`src/hdl/caof_pkg.sv`:
```
package caof_pkg;

    localparam int ARENA_BYTES   = 4096;
    localparam int ARENA_AW      = $clog2(ARENA_BYTES);
    localparam int INDEX_MODULUS = 512;

    localparam logic [2:0] REQ_BYTE        = 3'd0;
    localparam logic [2:0] REQ_OPERAND     = 3'd1;
    localparam logic [2:0] REQ_OPERAND_MOD = 3'd2;
    localparam logic [2:0] REQ_STORE       = 3'd3;
    localparam logic [2:0] REQ_REG_WRITE   = 3'd4;

    localparam logic [1:0] ARG_REG      = 2'd0;
    localparam logic [1:0] ARG_DIRECT   = 2'd1;
    localparam logic [1:0] ARG_INDIRECT = 2'd2;

    typedef struct packed {
        logic [2:0]         req_type;
        logic [11:0]        address;
        logic [4:0]         offset;
        logic [1:0]         arg_type;
        logic [2:0]         byte_count;
        logic [4:0]         reg_number;
        logic signed [31:0] data_value;
    } in_item_t;

    typedef struct packed {
        logic signed [31:0] value;
        logic [5:0]         next_offset;
        logic               bad_register;
    } out_item_t;

    typedef enum logic [2:0] {
        ST_CLEAR,
        ST_IDLE,
        ST_DECODE,
        ST_READ,
        ST_PTR,
        ST_STORE,
        ST_DONE
    } state_t;

    typedef struct packed {
        logic       load;
        logic       clear;
        logic       rd_en;
        logic       rd_ptr;
        logic [1:0] idx;
        logic       acc_clear;
        logic       acc_shift;
        logic       ptr_load;
        logic       wr_en;
        logic       rf_wr;
        logic       out_load;
    } cmd_t;

    typedef struct packed {
        logic [2:0] req_type;
        logic [1:0] arg_type;
        logic [2:0] cnt;
        logic       clear_last;
    } status_t;

    // Truncated remainder of a signed 16-bit offset by a power-of-two modulus.
    function automatic logic [15:0] index_rem(input logic [15:0] x);
        logic [15:0] mag;
        logic [15:0] r;
        mag = x[15] ? (16'd0 - x) : x;
        r   = mag & 16'(INDEX_MODULUS - 1);
        return x[15] ? (16'd0 - r) : r;
    endfunction

endpackage

```
`src/hdl/caof_ctrl.sv`:
```
module caof_ctrl
    import caof_pkg::*;
(
    input  logic    clk,
    input  logic    rst_n,
    input  logic    in_valid,
    output logic    in_ready,
    output logic    out_valid,
    input  logic    out_ready,
    input  status_t status,
    output cmd_t    cmd
);

    state_t     state_reg, state_next;
    logic [2:0] k_reg, k_next;
    logic       pend_reg, pend_next;
    logic       phase_reg, phase_next;
    logic       out_valid_reg, out_valid_next;
    logic [2:0] rd_len;
    logic       issue;
    logic       is_indirect;

    assign is_indirect = ((status.req_type == REQ_OPERAND) ||
                          (status.req_type == REQ_OPERAND_MOD)) &&
                         (status.arg_type == ARG_INDIRECT);

    always_comb
    begin
        if (status.req_type == REQ_BYTE)
            rd_len = 3'd1;
        else
        begin
            case (status.arg_type)
                ARG_REG:      rd_len = 3'd1;
                ARG_DIRECT:   rd_len = status.cnt;
                ARG_INDIRECT: rd_len = phase_reg ? 3'd4 : 3'd2;
                default:      rd_len = 3'd1;
            endcase
        end
    end

    assign issue = (k_reg != rd_len);

    always_ff @(posedge clk or negedge rst_n)
    begin
        if (!rst_n)
        begin
            state_reg     <= ST_CLEAR;
            k_reg         <= '0;
            pend_reg      <= 1'b0;
            phase_reg     <= 1'b0;
            out_valid_reg <= 1'b0;
        end
        else
        begin
            state_reg     <= state_next;
            k_reg         <= k_next;
            pend_reg      <= pend_next;
            phase_reg     <= phase_next;
            out_valid_reg <= out_valid_next;
        end
    end

    always_comb
    begin
        state_next     = state_reg;
        k_next         = k_reg;
        pend_next      = pend_reg;
        phase_next     = phase_reg;
        out_valid_next = out_valid_reg && !out_ready;
        in_ready       = 1'b0;
        cmd            = '0;

        case (state_reg)
            ST_CLEAR:
            begin
                cmd.clear = 1'b1;
                if (status.clear_last)
                    state_next = ST_IDLE;
            end
            ST_IDLE:
            begin
                in_ready = 1'b1;
                if (in_valid)
                begin
                    cmd.load   = 1'b1;
                    state_next = ST_DECODE;
                end
            end
            ST_DECODE:
            begin
                cmd.acc_clear = 1'b1;
                k_next        = '0;
                pend_next     = 1'b0;
                phase_next    = 1'b0;
                case (status.req_type)
                    REQ_BYTE:
                        state_next = ST_READ;
                    REQ_OPERAND, REQ_OPERAND_MOD:
                    begin
                        case (status.arg_type)
                            ARG_REG:      state_next = ST_READ;
                            ARG_DIRECT:   state_next = (status.cnt == 3'd0) ? ST_DONE : ST_READ;
                            ARG_INDIRECT: state_next = ST_READ;
                            default:      state_next = ST_DONE;
                        endcase
                    end
                    REQ_STORE:
                        state_next = (status.cnt == 3'd0) ? ST_DONE : ST_STORE;
                    REQ_REG_WRITE:
                    begin
                        cmd.rf_wr  = 1'b1;
                        state_next = ST_DONE;
                    end
                    default:
                        state_next = ST_DONE;
                endcase
            end
            ST_READ:
            begin
                // issue one byte a cycle, capture it the cycle after
                cmd.rd_en     = issue;
                cmd.rd_ptr    = phase_reg;
                cmd.idx       = k_reg[1:0];
                cmd.acc_shift = pend_reg;
                pend_next     = issue;
                if (issue)
                    k_next = k_reg + 3'd1;
                else if (is_indirect && !phase_reg)
                    state_next = ST_PTR;
                else
                    state_next = ST_DONE;
            end
            ST_PTR:
            begin
                cmd.ptr_load  = 1'b1;
                cmd.acc_clear = 1'b1;
                k_next        = '0;
                pend_next     = 1'b0;
                phase_next    = 1'b1;
                state_next    = ST_READ;
            end
            ST_STORE:
            begin
                cmd.wr_en = 1'b1;
                cmd.idx   = k_reg[1:0];
                k_next    = k_reg + 3'd1;
                if (k_reg == (status.cnt - 3'd1))
                    state_next = ST_DONE;
            end
            ST_DONE:
            begin
                // hold until the output register is free
                if (!out_valid_reg || out_ready)
                begin
                    cmd.out_load   = 1'b1;
                    out_valid_next = 1'b1;
                    state_next     = ST_IDLE;
                end
            end
            default:
                state_next = ST_IDLE;
        endcase
    end

    assign out_valid = out_valid_reg;

endmodule

```
`config.mk`:
```
export PLATFORM = sky130hd
export DESIGN_NAME = caof_ctrl
export DESIGN_NICKNAME = d
export VERILOG_FILES = /design/src/hdl/caof_pkg.sv /design/src/hdl/caof_ctrl.sv
export SDC_FILE = /design/constraint.sdc
export NUM_CORES = 1
export LEC_CHECK = 0
export ABC_AREA = 1
export BUFFER_PORTS_ARGS = -buffer_cell sky130_fd_sc_hd__clkbuf_2
export CORE_MARGIN = 2
export CORE_UTILIZATION = 52
export CTS_CLUSTER_DIAMETER = 120
export CTS_CLUSTER_SIZE = 24
export DETAILED_ROUTE_END_ITERATION = 16
export MAX_ROUTING_LAYER = met4
export PLACE_DENSITY = 0.79
export SLEW_MARGIN = 15
export SYNTH_ARGS = -nofsm -noshare
export SYNTH_HDL_FRONTEND = slang
export SYNTH_SLANG_ARGS = --single-unit
```
`constraint.sdc`:
```
create_clock -name clk -period 1.7 [get_ports clk]
set_input_delay 0.085 -clock clk [delete_from_list [all_inputs] [get_ports clk]]
set_output_delay 0.085 -clock clk [all_outputs]
set_load 0.02 [all_outputs]
```
==> reports/metrics.cfg <==
[run_status]
status = finished, final reports clean

[timing]
timing.final.setup_violations = 0
max_slew.worst_pin.slew_ns = 0.4081
crit_path_time_final_ns = 1.640
rsz0062_at_grt = yes
hold_viol = 0
finalWorstSetupSlack_ns = 0.05984
fin_setup_tns_ns = 0
fin_skew_ns = 0.003781
slew_hr = 0.7280
max_freq_mhz = 609.7
min_period_over_period = 0.9648
count_of_final_max_slew_check_failures = 0

[worst_setup_path]
crit_buf_inv = 4
cp.required_ns = 1.62
type_of_origin_of_the_critical_path = flip-flop
critical_path.reg2reg.startpoint = state_reg[1]$_DFFE_PN0P_
data_arrival_time_of_the_critical_path_ns = 1.56
timing.setup.critical_path_class = reg -> out
reg2reg_slack_ns = 0.24
crit_path_max_incr_delay_ns = 0.48
worst_r2r_path_depth = 7
worstPathCellList = inv_2 > nor3_4 > buf_4 > inv_1 > nor2_1 > clkbuf_2
cp-end-kind = output port
path_max_fanout = 6
slowest_stage = sky130_fd_sc_hd__dfrtp_1
cp_top_family = buffers and inverters
timing.rr.end = k_reg[1]$_DFFE_PN0P_

[detailed_routing]
wl_per_cell_um = 11.44
detail_route.drc_violations = 0
avg_vias_per_cell = 4.958
drtIter0Drc = 16
ant_nets = 0
drt_wl_total_mm = 2.448
drt_pass1_iterations = 4
vias = 1061

[pwr]
power_report.internal_total_uw = 894.7
power-per-cell-area_nw_per_um2 = 1564
power.leakage_nw = 0.7214
design_power_total_mw = 1.954
sw_frac_of_total = 0.5422
share_seq_of_total_power = 0.237
share_clk_of_total_power = 0.086
power_switching_mw = 1.060
comb_power_share = 0.677
ir_drop_uv = 1049

[die]
die_area_um2 = 2355
coreArea_um2 = 1922
io_pins = 27
fp.dieH_um = 48.53
starting_density_of_the_core = 0.5365
fp.dieW_um = 48.53
num_rows = 16

[cts]
clockBufferDepth = 2
cts_inserted_buffers = 3
cts_tree = built
htree_levels = 1
root_buf_cell = sky130_fd_sc_hd__clkbuf_4
clk_latency_ns = 0.26
cts.sink_count = 9
register_clock_pin_slew_on_the_reported_worst_setup_and_hold_paths_ns = 0.07

[layout]
fillerInstances = 205
diodes = 0
layout_commonest_cell = sky130_fd_sc_hd__nand2_1
final_layout_size_suffix_gt1_frac = 0.3422
synthToLayoutAreaGrowth_pct = 21.24
most-common-layout-cells = sky130_fd_sc_hd__nand2_1, sky130_fd_sc_hd__clkbuf_2, sky130_fd_sc_hd__inv_1
multiInputGateArea_um2 = 690.7
final-instance-count-excl-fill = 214
final-seq-area_um2 = 225.2
final_net_count = 209

[yosys]
synth_cells = 155
synth_seq_cells = 9
syn_area_per_cell_um2 = 6.652
warnings_from_yosys = 0
syn_area_um2 = 1031
synth_cell_types = 28
postSynthNetCount = 176
seq_area_frac_synth = 0.2184

[global_routing]
grt_pass1_vias = 987
grt_first_pass_wirelength_mm = 4.084
globalRouteOverflowTotal = 0
grt_antenna_before_repair = 0
largest_net_degree_at_the_start_of_global_routing = 10
grt.total_usage = 0.2240

[placement]
dpl.hpwl_mm = 1.982
dp.cells = 206
port_buffers = 26
detailedPlace.worstSlack_ns = 0.1815
finalWeightedCongestion = 0.9103

[worst_hold_path]
min_path_cells = 4
timing.hold.worst_endpoint = out_valid$_DFF_PN0_
hp-start = out_ready
worst_hold_path_type = in -> reg

[run]
timing.max_cap.violations = 0

## cell usage after synthesis
cell	number	area (um2)
sky130_fd_sc_hd__o21ai_1	2	10.01
sky130_fd_sc_hd__buf_2	1	5.000
sky130_fd_sc_hd__nor4_1	1	6.260
sky130_fd_sc_hd__nor2_2	5	31.28
sky130_fd_sc_hd__mux2i_1	1	10.01
sky130_fd_sc_hd__buf_4	1	7.510
sky130_fd_sc_hd__a21oi_1	3	15.01
sky130_fd_sc_hd__inv_2	6	22.52
sky130_fd_sc_hd__nor2_1	11	41.29
sky130_fd_sc_hd__and2_1	1	6.260
sky130_fd_sc_hd__nand2_2	7	43.79
sky130_fd_sc_hd__nor3_4	1	16.27
sky130_fd_sc_hd__nor3_2	1	10.01
sky130_fd_sc_hd__nor2_4	3	33.78
sky130_fd_sc_hd__nand3_1	8	40.04
sky130_fd_sc_hd__a21boi_0	1	7.510
sky130_fd_sc_hd__nand3_2	4	40.04
sky130_fd_sc_hd__o31ai_1	1	7.510
sky130_fd_sc_hd__dfrtp_1	9	225.2
sky130_fd_sc_hd__nand3b_1	1	7.510
sky130_fd_sc_hd__inv_1	23	86.33
sky130_fd_sc_hd__nand2_1	43	161.4
sky130_fd_sc_hd__ha_1	8	100.1
sky130_fd_sc_hd__a21oi_2	1	8.760
sky130_fd_sc_hd__nand4_1	4	25.02
sky130_fd_sc_hd__o211ai_2	1	12.51
sky130_fd_sc_hd__xnor2_1	4	35.03
sky130_fd_sc_hd__o21ai_0	3	15.01
## power by group through the flow
stage                     sequential [mW]  combinational (mW)  clock, mW
after floorplan                     0.415                1.01          0
after CTS                           0.461                1.26      0.168
after global routing                0.480                1.48      0.178
after detailed placement            0.463                1.26          0
after global placement              0.458                1.21          0
final                               0.463                1.32      0.168
## per-layer routing
| layer | routed length (um) | vias to the layer above | GRT usage |
|---|---|---|---|
| met1 | 1091 | 498 | 0.2598 |
| met5 | 0 | - | - |
| met4 | 0 | 0 | 0.05714 |
| li1 | - | 546 | - |
| met3 | 51 | 0 | 0.01852 |
| met2 | 1305 | 17 | 0.4167 |
## cells by family (layout without fill, tap and decap cells)
group,after synthesis,count (layout),synth area share
AND/OR/NAND/NOR,90,90,0.4490
AO/OA/AOI/OAI,12,12,0.07403
adder cells (fa/ha/maj),8,8,0.09709
XOR/XNOR,4,4,0.03398
flip-flops,9,9,0.2185
multiplexers,1,1,0.009709
buffers and inverters,31,63,0.1177
## worst max-delay path by stage
stage	cells past startpoint	end	slack, ns	from
finish	6	cmd[8]	0.06	state_reg[1]$_DFFE_PN0P_
global route	6	cmd[8]	-0.04	state_reg[1]$_DFFE_PN0P_
CTS	4	cmd[6]	0.02	state_reg[2]$_DFFE_PN0P_
detailed placement	14	state_reg[0]$_DFFE_PN0P_	0.18	status[4]
global placement	14	state_reg[1]$_DFFE_PN0P_	0.26	status[4]
floorplan	7	state_reg[1]$_DFFE_PN0P_	0.28	state_reg[2]$_DFFE_PN0P_
## layout make-up
class | count | share of cell area
clock buffer | 4 | 0.02102
inverter | 29 | 0.08709
multi-input combinational | 115 | 0.5526
sequential | 9 | 0.1802
tap | 27 | 0.02703
timing repair buffer | 30 | 0.1321
## what timing repair did
item	4_1_cts	5_1_grt
setup buffers	0	3
gates resized for setup	0	5
endpoints found under the setup margin	0	5
hold buffers	1	0
hold endpoints to repair	9	0
## tightest hold or removal path: cells and delay by family
family | cells | cell delay (ns)
buf+inv | 2 | 0.12
simple gates | 2 | 0.11
## metrics by stage
| stage | util | instance area (um2) | hold WS, ns |
|---|---|---|---|
| final | 0.6504 | 1250 | 0.09918 |
| after global routing | 0.6504 | 1250 | 0.1374 |
| after CTS | 0.6341 | 1219 | 0.1036 |
| after detailed placement | 0.6152 | 1182 | -0.04628 |
| after global placement | 0.6152 | 1182 | -0.05177 |
| after floorplan | - | 1031 | -0.2106 |
(Power assumes the default switching activity.)
